--- src/hdl/hsb_ram.sv ---
// ----------------------------------------------------------------------------
// hsb_ram: generic single-port-write, single-port-read synchronous RAM
// One write and one registered read per cycle; read data holds when idle.
// ----------------------------------------------------------------------------
module hsb_ram #(
    parameter int WIDTH = 8,
    parameter int DEPTH = 16,
    localparam int AW   = (DEPTH > 1) ? $clog2(DEPTH) : 1
) (
    input  logic             clk,
    input  logic             we,
    input  logic [AW-1:0]    waddr,
    input  logic [WIDTH-1:0] wdata,
    input  logic             re,
    input  logic [AW-1:0]    raddr,
    output logic [WIDTH-1:0] rdata
);

    logic [WIDTH-1:0] mem [DEPTH];
    logic [WIDTH-1:0] rdata_reg;

    // write port
    always_ff @(posedge clk)
    begin
        if (we)
        begin
            mem[waddr] <= wdata;
        end
    end

    // registered read port
    always_ff @(posedge clk)
    begin
        if (re)
        begin
            rdata_reg <= mem[raddr];
        end
    end

    assign rdata = rdata_reg;

endmodule

--- config.mk ---
export PLATFORM = sky130hd
export DESIGN_NAME = hsb_ram
export DESIGN_NICKNAME = d
export VERILOG_FILES = /design/src/hdl/hsb_ram.sv
export SDC_FILE = /design/constraint.sdc
export NUM_CORES = 1
export LEC_CHECK = 0
export BUFFER_PORTS_ARGS = -buffer_cell sky130_fd_sc_hd__buf_2
export CELL_PAD_IN_SITES_DETAIL_PLACEMENT = 0
export CELL_PAD_IN_SITES_GLOBAL_PLACEMENT = 1
export CORE_UTILIZATION = 40
export CTS_CLUSTER_SIZE = 16
export DETAILED_ROUTE_END_ITERATION = 10
export PLACE_DENSITY_LB_ADDON = 0.1
export SLEW_MARGIN = 20
export SYNTH_ARGS = -nofsm -noshare
export SYNTH_HDL_FRONTEND = slang
export SYNTH_SLANG_ARGS = --single-unit
--- constraint.sdc ---
create_clock -name clk -period 1.7 [get_ports clk]
set_input_delay 0.17 -clock clk [delete_from_list [all_inputs] [get_ports clk]]
set_output_delay 0.17 -clock clk [all_outputs]
set_load 0.05 [all_outputs]
==> results by group <==
STA
  – Total Neg Setup Slack: 0 ns
  – Min Tclk post-route: 1.475 ns
  – Max Slew Vio Count: 0
  – Final setup vio count: 0
  – Final Cycle Share: 86.76%
  – Fin. Hold Viols: 0
  – Hold_ws: 0.1423 ns
  – RSZ-0062 raised after global routing: no
  – Worst slew margin: 70.30%
  – Fmax: 678.0 MHz
  – Final clock skew: 0.009523 ns
  – Worst slew pin tran: 0.4455 ns

Synth
  – Largest family of logic cells by synthesized area: multiplexers
  – Post-synthesis mux area share: 14.79%
  – Synth top area cells: edfxtp_1 78%, mux4_2 7.8%, mux4_1 7.0%
  – Post-Synth Simple-Gate Area: 3.135%
  – Syn nets: 248
  – Gate Count Post-Synth: 229
  – Synth Area in Compound Gates: 2.298%
  – Synthesis warning total: 0
  – Syn Area/Cell: 22.83 µm²
  – Register area share after synthesis: 78.12%
  – Post-Synth XOR/XNOR Area: 0%
  – Synth area leader: edfxtp_1
  – Mapped Area: 0.005228 mm²
  – FF+latch count, synth: 136
  – Fraction of the mapped netlist area in adder cells: 0%
  – Share of the synthesized area in the top cell type: 78.12%
  – Post-synth cell types: 18

Routing
  – WL per Instance: 20.88 µm
  – DR vias: 2422
  – DRT Pass-1 Iters: 4
  – Antenna Nets Post-Route: 0
  – Starting DRT DRC Count: 193
  – Routed wire length: 9.876 mm
  – Vias per inst: 5.121
  – Post-route DRC: 0

Clock network
  – H-tree depth: 4
  – CTS Hold Bufs: 0
  – Total CTS buffers: 17
  – TritonCTS clock tree: yes
  – Root Buffer: clkbuf_16
  – Total setup buffers inserted after CTS: 0
  – # clock sinks: 136
  – Longest Clk Path Bufs: 2
  – Clock Latency Late Sink: 0.41 ns
  – Worst-path clk slew: 0.06 ns
  – Resize count post-CTS: 0

Hold path
  – Hold_sp: wdata[5]
  – Hold crit path type: input port to flop

Layout
  – Non-filler cells, final: 473
  – Layout cells sized above 1: 32.23%
  – Diode count: 0
  – Commonest non-fill, non-tap cell in the layout: edfxtp_1
  – Largest register FFs: 128
  – Most frequent cells in the layout: 136 x edfxtp_1, 26 x buf_2, 20 x buf_4
  – Final core utilization: 49.57%
  – Final Net Count: 307
  – Layout area overhead: 20.15%

Placement
  – Final GP Congestion: 0.6574
  – PortBufs: 26
  – DP HPWL: 6.628 mm
  – Placed Cells: 441

Floorplanning
  – Core area: 0.01267 mm²
  – Die area: 0.01353 mm²
  – Die height: 116.3 µm
  – Initial Util: 41.26%
  – # IOs: 27
  – DIE WIDTH: 116.3 µm
  – Floorplan row count: 41

Run
  – Max-Cap Viols: 0

Global routing
  – Largest net degree at the start of global routing: 22
  – Total track usage: 16.81%
  – First-pass GRT wire length: 15.26 mm
  – Congestion Overflow GR: 0
  – Antenna violations before repair: 0
  – Vias in the first global route: 2573

Critical path
  – WP data arrival: 1.63 ns
  – Critical path buffers and inverters: 0
  – CP peak stage delay: 0.49 ns
  – Crit. End Element: flop
  – Critical Path Source Type: flop
  – CP max FO: 1
  – Worst path slowest cell: mux4_1
  – Setup crit start: mem[1][2]$_DFFE_PP_
  – Reg2reg start: mem[1][2]$_DFFE_PP_
  – Worst EP required: 1.85 ns
  – Sequence of cells on the critical path: mux4_1, a22oi_1, nand2_1
  – Cell family with the largest share of critical-path delay: multiplexers
  – Crit Path Category: flop to flop

Power and ir drop
  – Pleak: 2.121 nW
  – Power, Total: 7.644 mW
  – Pwr dens: 1217 mW/mm²
  – Max rail drop VDD: 0.0005894 V

Status
  – Outcome: finished clean
area by class of cell:
cell class / instances / area [µm²]
flip-flops and latches: 136 / 4084
multi-input cells: 83 / 1057
clock inverters: 13 / 131.4
fillers: 1035 / 6390
well taps: 172 / 215.2
repair buffers: 50 / 360.3
clock buffers: 19 / 432.9
final timing paths:
check | endpoint | cells past startpoint | slack [ns]
worst min-delay path | mem[1][5]$_DFFE_PP_ | 1 | 0.14
worst min register to register | rdata[4]$_DFFE_PP_ | 3 | 0.75
worst max-delay path | rdata[2]$_DFFE_PP_ | 3 | 0.23
worst max register to register | rdata[2]$_DFFE_PP_ | 3 | 0.23
routing by layer:
layer  wire [µm]  GRT usage (%)  up-vias
met5           0              0        -
met4         129          7.179        0
met3         428          4.359       12
met2        4920          26.47       60
met1        4398          22.26     1249
li1            -              -     1101
logic make-up (layout without fill, tap and decap cells):
family,count (synthesis),count (layout)
buffers and inverters,10,82
multiplexers,32,32
flip-flops,136,136
AO/OA/AOI/OAI,16,16
AND/OR/NAND/NOR,35,35
report_power, final:
part           switching [mW]  leakage [nW]  internal [mW]  total [mW]
logic                   0.251         0.617          0.161       0.412
clock network            1.29         0.268           2.14        3.43
registers              0.0197          1.24           3.78        3.80
total                    1.56          2.12           6.08        7.64
synthesized netlist by cell type (all sizes together):
master,number
a22oi,16
and2,1
nand3b,2
clkdlybuf4s25,3
nor2b,1
nor2,13
nand2b,2
edfxtp,136
and2b,1
or3b,1
buf,7
nand2,9
nand3,1
nor3,4
mux4,32
worst register-to-register path, stage by stage, from the launching register on:
cell and delay, ns:
edfxtp_1 0.34, mux4_1 0.49, a22oi_1 0.31, nand2_1 0.08
stage by stage:
step / setup WS, ns / instance area [µm²]
after global placement: -0.05071 / 5717
after CTS: 0.1760 / 6281
final: 0.2251 / 6281
after detailed placement: -0.05090 / 5717
after floorplan: 0.03713 / 5228
after global routing: 0.1648 / 6281
Power figures use the tool's default switching activity.
