<file path="config.mk">
export PLATFORM = sky130hd
export DESIGN_NAME = hsb_match
export DESIGN_NICKNAME = d
export VERILOG_FILES = /design/src/hdl/hsb_pkg.sv /design/src/hdl/hsb_match.sv
export SDC_FILE = /design/constraint.sdc
export NUM_CORES = 1
export LEC_CHECK = 0
export BUFFER_PORTS_ARGS = -buffer_cell sky130_fd_sc_hd__buf_2
export CAP_MARGIN = 5
export CELL_PAD_IN_SITES_DETAIL_PLACEMENT = 0
export CELL_PAD_IN_SITES_GLOBAL_PLACEMENT = 1
export CORE_AREA = 2 2 118 120
export DETAILED_ROUTE_END_ITERATION = 8
export DIE_AREA = 0 0 120 122
export PLACE_DENSITY_LB_ADDON = 0.1
export SYNTH_ARGS = -nofsm -noshare
export SYNTH_HDL_FRONTEND = slang
export SYNTH_SLANG_ARGS = --single-unit
</file>
<file path="constraint.sdc">
create_clock -name vclk -period 5.5
set_input_delay 0.275 -clock vclk [all_inputs]
set_output_delay 0.275 -clock vclk [all_outputs]
set_load 0.01 [all_outputs]
</file>
<file path="src/hdl/hsb_pkg.sv">
// ----------------------------------------------------------------------------
// hsb_pkg: shared types and constants of the bucketed hash set
// Operation and status codes, field widths, default geometry, control states.
// ----------------------------------------------------------------------------
package hsb_pkg;

    localparam int KEY_W       = 32;
    localparam int FUNC_W      = 2;
    localparam int STATUS_W    = 2;

    // default geometry
    localparam int BUCKETS_DEF = 256;
    localparam int WAYS_DEF    = 4;

    // operation codes
    localparam logic [FUNC_W-1:0] FN_INSERT = 2'd0;
    localparam logic [FUNC_W-1:0] FN_REMOVE = 2'd1;
    localparam logic [FUNC_W-1:0] FN_LOOKUP = 2'd2;

    // status codes
    localparam logic [STATUS_W-1:0] ST_DONE   = 2'd0;
    localparam logic [STATUS_W-1:0] ST_FULL   = 2'd1;
    localparam logic [STATUS_W-1:0] ST_ABSENT = 2'd2;

    // control states
    typedef enum logic [1:0] {
        S_IDLE,
        S_HASH,
        S_LOOK
    } state_t;

endpackage

</file>
<file path="src/hdl/hsb_match.sv">
// ----------------------------------------------------------------------------
// hsb_match: way compare and row update of one bucket
// Finds the first matching way and the first free way, forms the result
// and the row to write back.
// ----------------------------------------------------------------------------
module hsb_match import hsb_pkg::*; #(
    parameter int WAYS = WAYS_DEF
) (
    input  logic [WAYS-1:0][KEY_W-1:0] row_keys,
    input  logic [WAYS-1:0]            row_valid,
    input  logic [FUNC_W-1:0]          func,
    input  logic [KEY_W-1:0]           key,
    output logic                       found,
    output logic [STATUS_W-1:0]        status,
    output logic [WAYS-1:0][KEY_W-1:0] new_keys,
    output logic [WAYS-1:0]            new_valid
);

    localparam int WW = (WAYS > 1) ? $clog2(WAYS) : 1;

    logic [WAYS-1:0] match;
    logic            hit;
    logic            have_free;
    logic [WW-1:0]   hit_way;
    logic [WW-1:0]   free_way;

    // per-way compare, only valid ways count
    always_comb
    begin
        for (int w = 0; w < WAYS; w++)
        begin
            match[w] = row_valid[w] && (row_keys[w] == key);
        end
    end

    // lowest matching way and lowest free way
    always_comb
    begin
        hit       = 1'b0;
        have_free = 1'b0;
        hit_way   = '0;
        free_way  = '0;
        for (int w = 0; w < WAYS; w++)
        begin
            if (!hit && match[w])
            begin
                hit     = 1'b1;
                hit_way = WW'(w);
            end
            if (!have_free && !row_valid[w])
            begin
                have_free = 1'b1;
                free_way  = WW'(w);
            end
        end
    end

    // result and updated row
    always_comb
    begin
        new_keys  = row_keys;
        new_valid = row_valid;
        status    = ST_DONE;
        unique case (func)
            FN_INSERT:
            begin
                if (!hit)
                begin
                    if (have_free)
                    begin
                        new_keys[free_way]  = key;
                        new_valid[free_way] = 1'b1;
                    end
                    else
                    begin
                        status = ST_FULL;
                    end
                end
            end
            FN_REMOVE:
            begin
                if (hit)
                begin
                    new_valid[hit_way] = 1'b0;
                end
                else
                begin
                    status = ST_ABSENT;
                end
            end
            default:
            begin
                // lookup and the unused code change nothing
                status = ST_DONE;
            end
        endcase
    end

    assign found = hit;

endmodule
</file>
==> results.txt <==
- For this configuration, the core starts out at a cell density of 25.0%.
- Using the TritonRoute via totals, the vias-per-cell ratio works out to 4.66.
* Number of library cell types mapped by synthesis: 32
- Sequential elements use 0% of the synthesized area.
- # resized after CTS: 0
- The mapped netlist covers 3370 um^2.
* Final ANT Viol Nets: 0
- CP Max Fanout: 32
- Final worst slack: 1.79 ns
- Dividing the synthesized area by the synthesized cell count gives 9.00 um^2.
* Gate count of the mapped netlist: 375
* Core area: 13500 um^2
- Overall routing resource usage: 21.0%
* Final Hold Violating Endpoints: 0
- For this run, the top clock speed supported by timing is 269 MHz.
* Req. time, crit path: 5.22 ns
- Critical path capture point type: output pin
* Post-layout min period: 3.71 ns
* Post-synth net total: 541
- Area added between synthesis and finish: 42.3%
- Pins Over Slew Limit: 0
- At the worst endpoint, the arrival time is 3.44 ns.
* Global placement routability congestion: 0.842
- The detailed router finished its first iteration with 113 violations.
- Setup tns final: 0 ns
- Detailed placement finished with a half-perimeter wire length of 13800 um.
* DRC violations left: 0
- Clock buffer instance count of the final layout: 0
- Measured along the x axis, the die boundary spans 120 um.
- After routing the design area is 4800 um^2.
- Port-buffer cells: 301
- Worst Hold Class: in2out
- The first global-routing pass estimated 23200 um of wire.
- In the finished design, the share of the clock period the worst path needs comes to 67.5%.
- Worst-margin pin slew: 0.954 ns
* Type of the setup path with the least slack: in2out
* Top-level port count: 301
* Worst hold-check slack: 0.864 ns
* Maximum number of pins on one net before global-route repair: 33
- Global routing finished with a remaining overflow of 0.
- The die covers 14600 um^2.
- Multi-input logic area: 3040 um^2
- From bottom edge to top edge, the die measures 122 um.
- Max_slew headroom: 36.4%
- Setup violations remaining at the end of the flow were counted as 0.
* Post-placement cell area: 4800 um^2
* Max-cap violations: 0
* Layout cells sized above 1: 59.1%
- CP Launch Type: input port
* Antenna violations before repair: 1
- The run finished with clean final reports.
- Routed Wire Length: 16400 um
- For this design the ratio of total power to cell area is 81.2 nW/um^2.
- Count of standard-cell rows: 43
- Highest ir drop seen on vdd: 31.0 uV
- Sequential cells placed in the final layout were counted as 0.
- Worst slack at placement: 1.74 ns
* Warnings, synthesis: 0
- Average detailed-routed wire length per instance: 20.2 um
* RSZ-0062 raised after global routing: false
- After clock tree synthesis, the flow added hold-fix buffers numbering 0.
- At the end of the flow, the number of nets in the layout was 799.
* Number of global-route vias before repair: 3750
- Leakage component of the power: 2.19 nW
- Postcts setup bufs: 0
- Before antenna repair, the detailed router went through 4 iterations.
* Vias post-DR: 3780
- Sequential cell area in the final layout: 0 um^2
- Number of fill cells in the layout: 1502
worst max-delay path, cell delays in order:
cell,delay [ns]
buf_2,0.19
xor2_1,0.19
nor4_1,0.53
nand4_1,0.16
nor3_1,0.41
nand4b_4,0.30
or3_2,0.79
mux2_2,0.44
buf_2,0.14
synth_stat cells (2+ instances only):
master,instances,area [um^2]
nand3_1,8,40.0
xor2_1,63,552
nand2_1,2,7.51
xnor2_1,65,569
nor2_1,3,11.3
nor4_2,2,25.0
nor3_1,4,20.0
buf_8,5,75.1
buf_2,31,155
inv_1,2,7.51
mux2_1,64,721
mux2_2,64,721
nand4_1,18,113
buf_6,9,101
nor4_1,18,113
logic make-up (layout without fill, tap and decap cells):
family	Yosys count	in the layout	synth area share (%)
simple gates	64	64	12.4
compound gates	6	6	1.30
other cells	0	1	0
xor+xnor	128	128	33.2
mux	128	128	42.7
buf+inv	49	305	10.4
worst paths after layout:
kind | slack [ns] | to | cells after the start | from
min | 0.86 | new_valid[3] | 3 | func[0]
max | 1.79 | new_keys[1] | 9 | key[10]
power by group:
| group | switching [mW] | total [mW] | internal, mW |
|---|---|---|---|
| registers | 0 | 0 | 0 |
| clock network | 0 | 0.0000000243 | 0.0000000243 |
| logic | 0.209 | 0.390 | 0.181 |
through the flow:
stage	utilization [%]	cells	total power, mW
6_report	35.6	812	0.390
3_5_place_dp	35.5	811	0.392
5_1_grt	35.6	812	0.423
3_3_place_gp	35.5	811	0.393
2_1_floorplan	-	375	0.218
4_1_cts	35.5	811	0.395
per-layer routing:
layer / global-route usage (%) / routed length [um] / vias to the layer above
li1: - / - / 1837
met4: 2.94 / 261 / 0
met3: 3.00 / 1150 / 13
met5: 0 / 0 / -
met1: 25.9 / 7020 / 1736
met2: 39.2 / 8020 / 194
placed cells by master, fill, tap and decap left out:
master / netlist / layout
xnor2_1: 65 / 65
a21oi_1: 1 / 1
inv_1: 2 / 2
or3_2: 0 / 1
or4_4: 1 / 1
nand2b_1: 1 / 1
nor4_1: 18 / 18
diode_2: 0 / 1
a22o_1: 1 / 1
or4bb_1: 1 / 1
o21a_1: 1 / 1
o21ai_0: 1 / 1
buf_4: 1 / 2
mux2_1: 64 / 64
xor2_1: 63 / 63
or4_2: 0 / 1
a32o_1: 1 / 1
nand3_1: 8 / 8
or2_0: 1 / 1
nor2b_1: 1 / 1
nor3_1: 4 / 4
nand2_1: 2 / 2
nand4_1: 18 / 18
a21o_1: 1 / 1
buf_2: 31 / 301
mux2_2: 64 / 64
nor4_4: 0 / 2
nor2_1: 3 / 3
or4b_1: 1 / 1
nand4b_4: 1 / 1
final cells by class:
| cell class | count | area share (%) |
|---|---|---|
| multi-input cells | 326 | 63.4 |
| repair buffers | 303 | 31.7 |
| well taps | 180 | 4.69 |
| inverters | 2 | 0.156 |
| diodes | 1 | 0.0521 |
Power figures use the tool's default switching activity.
